### config.mk
export PLATFORM = sky130hd
export DESIGN_NAME = bup_datapath
export DESIGN_NICKNAME = d
export VERILOG_FILES = /design/src/sv/bup_pkg.sv /design/src/sv/bup_datapath.sv
export SDC_FILE = /design/constraint.sdc
export NUM_CORES = 2
export LEC_CHECK = 0
export BUFFER_PORTS_ARGS = -buffer_cell sky130_fd_sc_hd__clkbuf_2
export CAP_MARGIN = 10
export CORE_ASPECT_RATIO = 0.5
export CORE_MARGIN = 10
export CORE_UTILIZATION = 30
export CTS_BUF_LIST = sky130_fd_sc_hd__clkbuf_16
export CTS_CLUSTER_DIAMETER = 200
export DETAILED_ROUTE_END_ITERATION = 10
export HOLD_SLACK_MARGIN = 0.1
export PLACE_DENSITY = 0.45
export SKIP_LAST_GASP = 1
export SLEW_MARGIN = 20
export SYNTH_ARGS = -nofsm -noshare
export SYNTH_HDL_FRONTEND = slang
export SYNTH_SLANG_ARGS = --single-unit
### constraint.sdc
create_clock -name clk -period 10.7 [get_ports clk]
set_input_delay 0 -clock clk [delete_from_list [all_inputs] [get_ports clk]]
set_output_delay 0 -clock clk [all_outputs]
set_load 0.005 [all_outputs]
### src/sv/bup_pkg.sv
// Shared types, constants and field layout of the box union point test block.
package bup_pkg;

	localparam int MAX_BOXES_DEF = 16;
	localparam int COORD_W       = 32;
	localparam int CFG_W         = 5;
	localparam int IDX_IN_W      = 4;
	localparam int CMD_W         = 2;
	localparam int DIM_W         = 2;
	localparam int NUM_AXES      = 3;
	localparam int BOX_WORDS     = 2 * NUM_AXES;
	localparam int BOX_W         = BOX_WORDS * COORD_W;

	// Request payload layout, lowest bit first.
	localparam int IN_IDX_LSB    = 0;
	localparam int IN_BOX_LSB    = IN_IDX_LSB + IDX_IN_W;
	localparam int IN_PT_LSB     = IN_BOX_LSB + BOX_W;
	localparam int IN_USED_W     = IN_PT_LSB + NUM_AXES * COORD_W;
	localparam int IN_W          = ((IN_USED_W + 7) / 8) * 8;

	// Result payload layout, lowest bit first.
	localparam int OUT_INSIDE    = 0;
	localparam int OUT_BND_LSB   = 1;
	localparam int OUT_DIM_LSB   = OUT_BND_LSB + BOX_W;
	localparam int OUT_USED_W    = OUT_DIM_LSB + DIM_W;
	localparam int OUT_W         = ((OUT_USED_W + 7) / 8) * 8;

	typedef logic signed [COORD_W-1:0] coord_t;

	typedef enum logic [CMD_W-1:0] {
		CMD_LOAD  = 2'd0,
		CMD_POINT = 2'd1,
		CMD_BOUND = 2'd2
	} cmd_t;

	// Commands from the controller to the datapath.
	typedef struct packed {
		logic start;
		logic kind_bound;
		logic load;
		logic rd_en;
		logic emit;
	} bup_ctl_t;

	// Status from the datapath to the controller.
	typedef struct packed {
		logic nb_zero;
		logic rd_last;
		logic out_free;
	} bup_stat_t;

endpackage

### src/sv/bup_datapath.sv
// Box table, walk counter, hit and bounding box accumulators, result register.
module bup_datapath #(
	parameter int MAX_BOXES = bup_pkg::MAX_BOXES_DEF
) (
	input  logic                       clk,
	input  logic                       arst_n,
	input  logic                       cfg_wen,
	input  logic [bup_pkg::CFG_W-1:0]  cfg_wdata,
	input  logic [bup_pkg::IN_W-1:0]   s_tdata,
	input  bup_pkg::bup_ctl_t          ctl,
	output bup_pkg::bup_stat_t         stat,
	output logic                       m_tvalid,
	input  logic                       m_tready,
	output logic [bup_pkg::OUT_W-1:0]  m_tdata
);

	localparam int IDX_W = (MAX_BOXES > 1) ? $clog2(MAX_BOXES) : 1;
	localparam int CNT_W = $clog2(MAX_BOXES + 1);
	localparam int CW    = bup_pkg::COORD_W;
	localparam int NA    = bup_pkg::NUM_AXES;

	logic [bup_pkg::CFG_W-1:0] box_count_q;
	logic [CNT_W-1:0]          nb;

	logic [bup_pkg::BOX_W-1:0] mem [MAX_BOXES];
	logic [bup_pkg::BOX_W-1:0] rd_word_s1;
	logic                      rd_vld_s1;
	logic [IDX_W-1:0]          rd_addr_q;

	logic [31:0]               idx_ext;
	logic [IDX_W-1:0]          wr_addr;
	logic                      wr_en;

	bup_pkg::coord_t point_q   [NA];
	bup_pkg::coord_t acc_min_q [NA];
	bup_pkg::coord_t acc_max_q [NA];
	logic            kind_q;
	logic            hit_q;
	logic            first_q;

	bup_pkg::coord_t a       [NA];
	bup_pkg::coord_t b       [NA];
	bup_pkg::coord_t new_min [NA];
	bup_pkg::coord_t new_max [NA];
	logic [NA-1:0]   in_ax;
	logic [NA-1:0]   ext_ne;
	logic            box_hit;
	logic [bup_pkg::DIM_W-1:0] dim;

	logic                      out_vld_q;
	logic                      out_inside_q;
	bup_pkg::coord_t           out_min_q [NA];
	bup_pkg::coord_t           out_max_q [NA];
	logic [bup_pkg::DIM_W-1:0] out_dim_q;

	// A count above the table depth uses the whole table.
	assign nb = (32'(box_count_q) > MAX_BOXES) ? CNT_W'(MAX_BOXES) : CNT_W'(box_count_q);

	assign idx_ext = 32'(s_tdata[bup_pkg::IN_IDX_LSB +: bup_pkg::IDX_IN_W]);
	assign wr_addr = idx_ext[IDX_W-1:0];
	assign wr_en   = ctl.load && (idx_ext < MAX_BOXES);

	assign stat.nb_zero  = (nb == '0);
	assign stat.rd_last  = (CNT_W'(rd_addr_q) == (nb - CNT_W'(1)));
	assign stat.out_free = !out_vld_q || m_tready;

	always_ff @(posedge clk or negedge arst_n) begin
		if (!arst_n) begin
			box_count_q <= '0;
		end else if (cfg_wen) begin
			box_count_q <= cfg_wdata;
		end
	end

	always_ff @(posedge clk) begin
		if (wr_en) begin
			mem[wr_addr] <= s_tdata[bup_pkg::IN_BOX_LSB +: bup_pkg::BOX_W];
		end
		if (ctl.rd_en) begin
			rd_word_s1 <= mem[rd_addr_q];
		end
	end

	always_ff @(posedge clk or negedge arst_n) begin
		if (!arst_n) begin
			rd_vld_s1 <= 1'b0;
			rd_addr_q <= '0;
		end else begin
			rd_vld_s1 <= ctl.rd_en;
			if (ctl.start) begin
				rd_addr_q <= '0;
			end else if (ctl.rd_en) begin
				rd_addr_q <= rd_addr_q + IDX_W'(1);
			end
		end
	end

	// Each axis is tested against both orderings of start and end in parallel.
	always_comb begin
		for (int n = 0; n < NA; n++) begin
			a[n] = rd_word_s1[(2 * n) * CW +: CW];
			b[n] = rd_word_s1[(2 * n + 1) * CW +: CW];
			in_ax[n] = ((point_q[n] >= a[n]) && (point_q[n] <= b[n])) ||
			           ((point_q[n] >= b[n]) && (point_q[n] <= a[n]));
			if (a[n] <= b[n]) begin
				new_min[n] = (first_q || (a[n] < acc_min_q[n])) ? a[n] : acc_min_q[n];
				new_max[n] = (first_q || (b[n] > acc_max_q[n])) ? b[n] : acc_max_q[n];
			end else begin
				new_min[n] = (first_q || (b[n] < acc_min_q[n])) ? b[n] : acc_min_q[n];
				new_max[n] = (first_q || (a[n] > acc_max_q[n])) ? a[n] : acc_max_q[n];
			end
			ext_ne[n] = (acc_min_q[n] != acc_max_q[n]);
		end
		box_hit = &in_ax;
		dim = {1'b0, ext_ne[0]} + {1'b0, ext_ne[1]} + {1'b0, ext_ne[2]};
	end

	always_ff @(posedge clk or negedge arst_n) begin
		if (!arst_n) begin
			kind_q  <= 1'b0;
			hit_q   <= 1'b0;
			first_q <= 1'b1;
		end else if (ctl.start) begin
			kind_q  <= ctl.kind_bound;
			hit_q   <= 1'b0;
			first_q <= 1'b1;
		end else if (rd_vld_s1) begin
			hit_q   <= hit_q || box_hit;
			first_q <= 1'b0;
		end
	end

	always_ff @(posedge clk) begin
		if (ctl.start) begin
			for (int n = 0; n < NA; n++) begin
				point_q[n]   <= s_tdata[bup_pkg::IN_PT_LSB + n * CW +: CW];
				acc_min_q[n] <= '0;
				acc_max_q[n] <= '0;
			end
		end else if (rd_vld_s1) begin
			for (int n = 0; n < NA; n++) begin
				acc_min_q[n] <= new_min[n];
				acc_max_q[n] <= new_max[n];
			end
		end
	end

	always_ff @(posedge clk or negedge arst_n) begin
		if (!arst_n) begin
			out_vld_q <= 1'b0;
		end else if (ctl.emit) begin
			out_vld_q <= 1'b1;
		end else if (m_tready) begin
			out_vld_q <= 1'b0;
		end
	end

	always_ff @(posedge clk) begin
		if (ctl.emit) begin
			out_inside_q <= !kind_q && hit_q;
			out_dim_q    <= kind_q ? dim : '0;
			for (int n = 0; n < NA; n++) begin
				out_min_q[n] <= kind_q ? acc_min_q[n] : '0;
				out_max_q[n] <= kind_q ? acc_max_q[n] : '0;
			end
		end
	end

	assign m_tvalid = out_vld_q;

	always_comb begin
		m_tdata = '0;
		m_tdata[bup_pkg::OUT_INSIDE] = out_inside_q;
		for (int n = 0; n < NA; n++) begin
			m_tdata[bup_pkg::OUT_BND_LSB + (2 * n) * CW +: CW]     = out_min_q[n];
			m_tdata[bup_pkg::OUT_BND_LSB + (2 * n + 1) * CW +: CW] = out_max_q[n];
		end
		m_tdata[bup_pkg::OUT_DIM_LSB +: bup_pkg::DIM_W] = out_dim_q;
	end

endmodule

# Word-level counts from Yosys, hierarchy flattened
# Memories as Yosys holds them, arrays and structs flattened. A register that Yosys moved wholly into a read port is not among the register bits.
# Index checks and enable logic that the tools add are counted.
# totals
regBits	17
mem_bits_rw	3552
in_bits	310
out_inout_bits	204
wordCells	138
mem_count	6
# mem_list
memory	words	width	rd	rd_ports_with_merged_regs	wr	line_no	source
mem	16	192	1	1	1	bup_datapath.sv:25	logic [bup_pkg::BOX_W-1:0] mem [MAX_BOXES];
acc_max_q	3	32	3	0	3	bup_datapath.sv:36	bup_pkg::coord_t acc_max_q [NA];
acc_min_q	3	32	3	0	3	bup_datapath.sv:35	bup_pkg::coord_t acc_min_q [NA];
out_max_q	3	32	3	0	3	bup_datapath.sv:53	bup_pkg::coord_t out_max_q [NA];
out_min_q	3	32	3	0	3	bup_datapath.sv:52	bup_pkg::coord_t out_min_q [NA];
point_q	3	32	3	0	3	bup_datapath.sv:34	bup_pkg::coord_t point_q [NA];
# op_classes
n_addsub	4
n_lt_le_gt_ge	29
eq_ne	4
n_mux	48
bitwise	6
n_reduce_logical	32
# ops
operator	n
two-way mux 32 bit	30
less-or-equal comparator 32 bit	9
>= comparator 32 bit	6
> comparator 32 bit	6
< comparator 32 bit	6
inequality test 32 bit	3
logical OR 1 bit	17
two-way mux 1 bit	15
logical AND 1 bit	8
two-way mux 4 bit	2
OR 1 bit	6
nonzero test 2 bit	3
== test 4 x 5 -> 1 bit	1
> comparator 5 bit (second input constant)	1
zero test 5 bit	1
< comparator 4 x 5 -> 1 bit (second input constant)	1
two-way mux 5 bit	1
subtractor 5 x 1 -> 5 bit (second input constant)	1
adder 4 x 1 -> 4 bit (second input constant)	1
AND reduction 3 bit	1
adder 1 x 1 -> 2 bit	1
adder 2 x 1 -> 2 bit	1
zero test 1 bit	2

# Longest topological paths before layout
# An unclocked memory read counts as a cell.
# logic_depth
ltp_word	8
depth_mapped	14
ltp_nobuf	11

# Worst setup path before layout
# No wires, ideal clock.
# synth_path
path_kind	input to register
from	input port s_tdata[3] (netlist bit)
to	memory mem[0][0] (netlist bit) (enable)
setup_time_ns	0.982
arrival_time_ns	13.443
required_time_ns	9.718
slack_ns	-3.725
cell_stages	2
path_buffers	0
cell_sequence	or3b_2 -> nor3_1
# synth_via
elab_chain_len	4
# synth_lines
item	line_no	source
from (decl)	bup_datapath.sv:9	input logic [bup_pkg::IN_W-1:0] s_tdata,
< comparator 4 x 5 -> 1 bit	bup_datapath.sv:61	assign wr_en = ctl.load && (idx_ext < MAX_BOXES);
logical AND 1 bit	bup_datapath.sv:61	
two-way mux 1 bit	bup_datapath.sv:76	if (wr_en) begin
two-way mux 1 bit (implied by the code)	bup_datapath.sv:77	mem[wr_addr] <= s_tdata[bup_pkg::IN_BOX_LSB +: bup_pkg::BOX_W];
to (decl)	bup_datapath.sv:25	
# Several ways; a longest one is shown, not always the timed one.

==> flow_metrics.tcl <==
set metrics [dict create \
    dr.pass1.iters 5 \
    clkSinkCount 3761 \
    via_per_inst 4.89 \
    leakage_nw 63.2 \
    worstSetupEndpointType "flop" \
    clock.fmax_mhz 204 \
    worst_slack_ps 5790 \
    antenna_found_initial 103 \
    grt_setup_unrepaired "no" \
    cts_tree "built" \
    synthesis.area_sq_um 157000 \
    die_area_sq_um 555000 \
    gp_congestion 0.824 \
    crit_end "acc_min_q[0][72]$_SDFFCE_PN0P_" \
    nNetsFinal 10200 \
    cts_buffers 377 \
    slew_headroom 0.265 \
    crit_path_start "rd_word_s1[173]$_DFFE_PP_" \
    crit_top_cell "a21o_1" \
    setup.worst_path.class "reg -> reg" \
    root_buffer "clkbuf_16" \
    grt_max_degree 129 \
    r2r.worst_path.cells 12 \
    utilization 0.359 \
    first_iter_violations 6818 \
    hold_path.class "in -> reg" \
    core_area_sq_um 520000 \
    cp_slowest_cell "o31ai_1" \
    grt_util_all_layers 0.169 \
    synth_area_leaders "edfxtp_1 72%, mux4_2 14%, ha_1 5.3%" \
    cp_cell_sequence "inv_1 > ha_1 > a21o_1 > a21o_1 > a21oi_1 > o21ai_0 > o31ai_1 > o2111ai_1 > mux2_4 > buf_4 > mux2i_1 > nor2_1" \
    critical_path_required_ps 11300 \
    drtAntennaViolNets 0 \
    layout-drive-gt1-share 0.229 \
    die_y_um 532 \
    worstPathArrival_ps 5500 \
    start_util 0.302 \
    pre_cts_ws_ps 5910 \
    ys_types 68 \
    final-setup-viol-count 0 \
    wl_per_cell_um 29.1 \
    p_per_area_nw_per_um2 185 \
    design_area_sq_um 187000 \
    synth_area_leader_cell "edfxtp_1" \
    met1_length_um 213000 \
    via_count 80600 \
    highest_layer "met5" \
    fin_skew_ps 85.2 \
    gr-total-overflow 0 \
    yosys.cell_count.top_type "edfxtp_1" \
    h-tree-depth 5 \
    cap_violations 0 \
    clock_latency_ps 950 \
    power_w 0.0345 \
    synth-async-reset-ratio 0.00372 \
    grt_pass1_vias 85200 \
    status "completed" \
    worst_pin_slew_ps 1090 \
    min_period_over_period 0.459 \
    synthTopCellsByCount "3747 x edfxtp_1, 960 x mux4_2, 669 x ha_1" \
    crit_path_max_fanout 51 \
    final.setup.tns_ps 0 \
    synth_top_area_frac 0.717 \
    r2r_end "acc_min_q[0][72]$_SDFFCE_PN0P_" \
    syn_to_final_growth_pct 18.9 \
    whs_path_depth 2 \
    postCtsSetupRepairBufs 0 \
    period_minus_slack_ps 4910 \
    route.met3.wl_um 17100 \
    dpl_cell_area_sq_um 169000 \
    clockBufferDepth 4 \
    drt_wl_total_um 480000 \
    synth-edff-count 3747 \
    rows 187 \
    synthCells 7868 \
    avgSynthCellArea_sq_um 20.0 \
    route.met2.wl_um 237000 \
    drc 0 \
    ys.flop_type "edfxtp_1" \
    ir_worst_vdd_mv 0.134 \
    slowest_delay_ps 910 \
    ys_seq_area_frac 0.719 \
    drv_slew 0 \
    grt_first_pass_wirelength_um 674000 \
    io_pins 514 \
    cp-start-kind "flop" \
    dieWidth_um 1040 \
    reg2reg_from "rd_word_s1[173]$_DFFE_PP_" \
    cts.clk_slew.worst_paths_ps 60 \
    yosysWarningCount 0 \
    synth_seq_cells 3761 \
    port_buffers 504 \
    r2r_slack_ps 5790 \
    hold_viol 0 \
    hpwl_um 301000 \
]
## layer usage
layer  vias to the layer above  global-route usage
met3                       645              0.0188
met1                     43500               0.230
met2                      1609               0.289
met5                         -                   0
met4                        20              0.0392
li1                      34800                   -
## logic make-up after synthesis
logic type / after synthesis / synth area share
buffers and inverters: 687 / 0.0172
AND/OR/NAND/NOR: 884 / 0.0294
adder cells (fa/ha/maj): 670 / 0.0534
other: 1 / 0.0000239
XOR/XNOR: 111 / 0.00619
flip-flops: 3761 / 0.719
AO/OA/AOI/OAI: 587 / 0.0240
multiplexers: 1167 / 0.151
## worst max-delay path: cells and delay by family (launching register included)
kind,cells,cell delay [ps]
AOI/OAI and AO/OA,6,1820
and+or+nand+nor,1,50
buffers and inverters,2,920
DFF,1,560
adders and majority gates,1,310
muxes,2,790
## stage by stage
stage,std cells,hold WS (ps)
6_report,16500,150
5_1_grt,16500,129
4_1_cts,16500,105
3_5_place_dp,15200,141
3_3_place_gp,15200,146
2_1_floorplan,7872,-296
## registers in the layout, summed over array words and instances, names as in the netlist, 2 cells and up
signal,count
mem,3072
point_q,96
out_max_q,96
out_min_q,96
acc_max_q,96
rd_addr_q,4
out_dim_q,2
rd_word_s1,192
box_count_q,5
acc_min_q,96
## layout make-up
cell class	count	area, sq um
clock inverter	303	2490
fill	48600	333000
sequential	3761	113000
multi-input combinational	3424	41700
clock buffer	383	9580
antenna	15	37.5
inverter	398	1490
timing repair buffer	1212	9710
tap	6993	8750
## how the worst min path moves through the flow
stage,from,end
after detailed placement,arst_n,box_count_q[1]$_DFFE_PN0P_
after floorplan,arst_n,box_count_q[0]$_DFFE_PN0P_
after global placement,arst_n,box_count_q[4]$_DFFE_PN0P_
after global routing,s_tdata[159],mem[12][155]$_DFFE_PP_
final,s_tdata[159],mem[10][155]$_DFFE_PP_
after CTS,s_tdata[158],mem[15][154]$_DFFE_PP_
## layout by cell type (no fill, tap or decap), types with 15 or more instances in the layout
cell / n
a211oi_1: 18
clkbuf_2: 501
edfxtp_1: 3747
nor4_1: 20
nand2_1: 70
nand2b_1: 20
a21o_1: 192
and2_1: 194
dlygate4sd3_1: 572
nor2b_1: 34
clkinv_2: 58
ha_1: 669
mux2i_1: 197
nor2_1: 274
mux4_2: 960
clkinv_1: 106
diode_2: 15
nor3_1: 20
xnor2_1: 106
o21ai_0: 96
bufinv_16: 35
nand4_1: 153
buf_12: 33
buf_4: 103
nand3_1: 34
inv_1: 463
a21oi_1: 190
clkbuf_16: 383
## where the power goes
part	total, W	internal [W]	switching (W)
Clock	0.0132	0.00736	0.00585
Sequential	0.0174	0.0168	0.000509
Combinational	0.00397	0.00174	0.00223
Total	0.0345	0.0260	0.00859
## what timing repair did
item	in CTS	in global routing
endpoints found under the hold margin	3883	0
gates resized for setup	0	0
hold buffers	574	0
(Power assumes the default switching activity.)
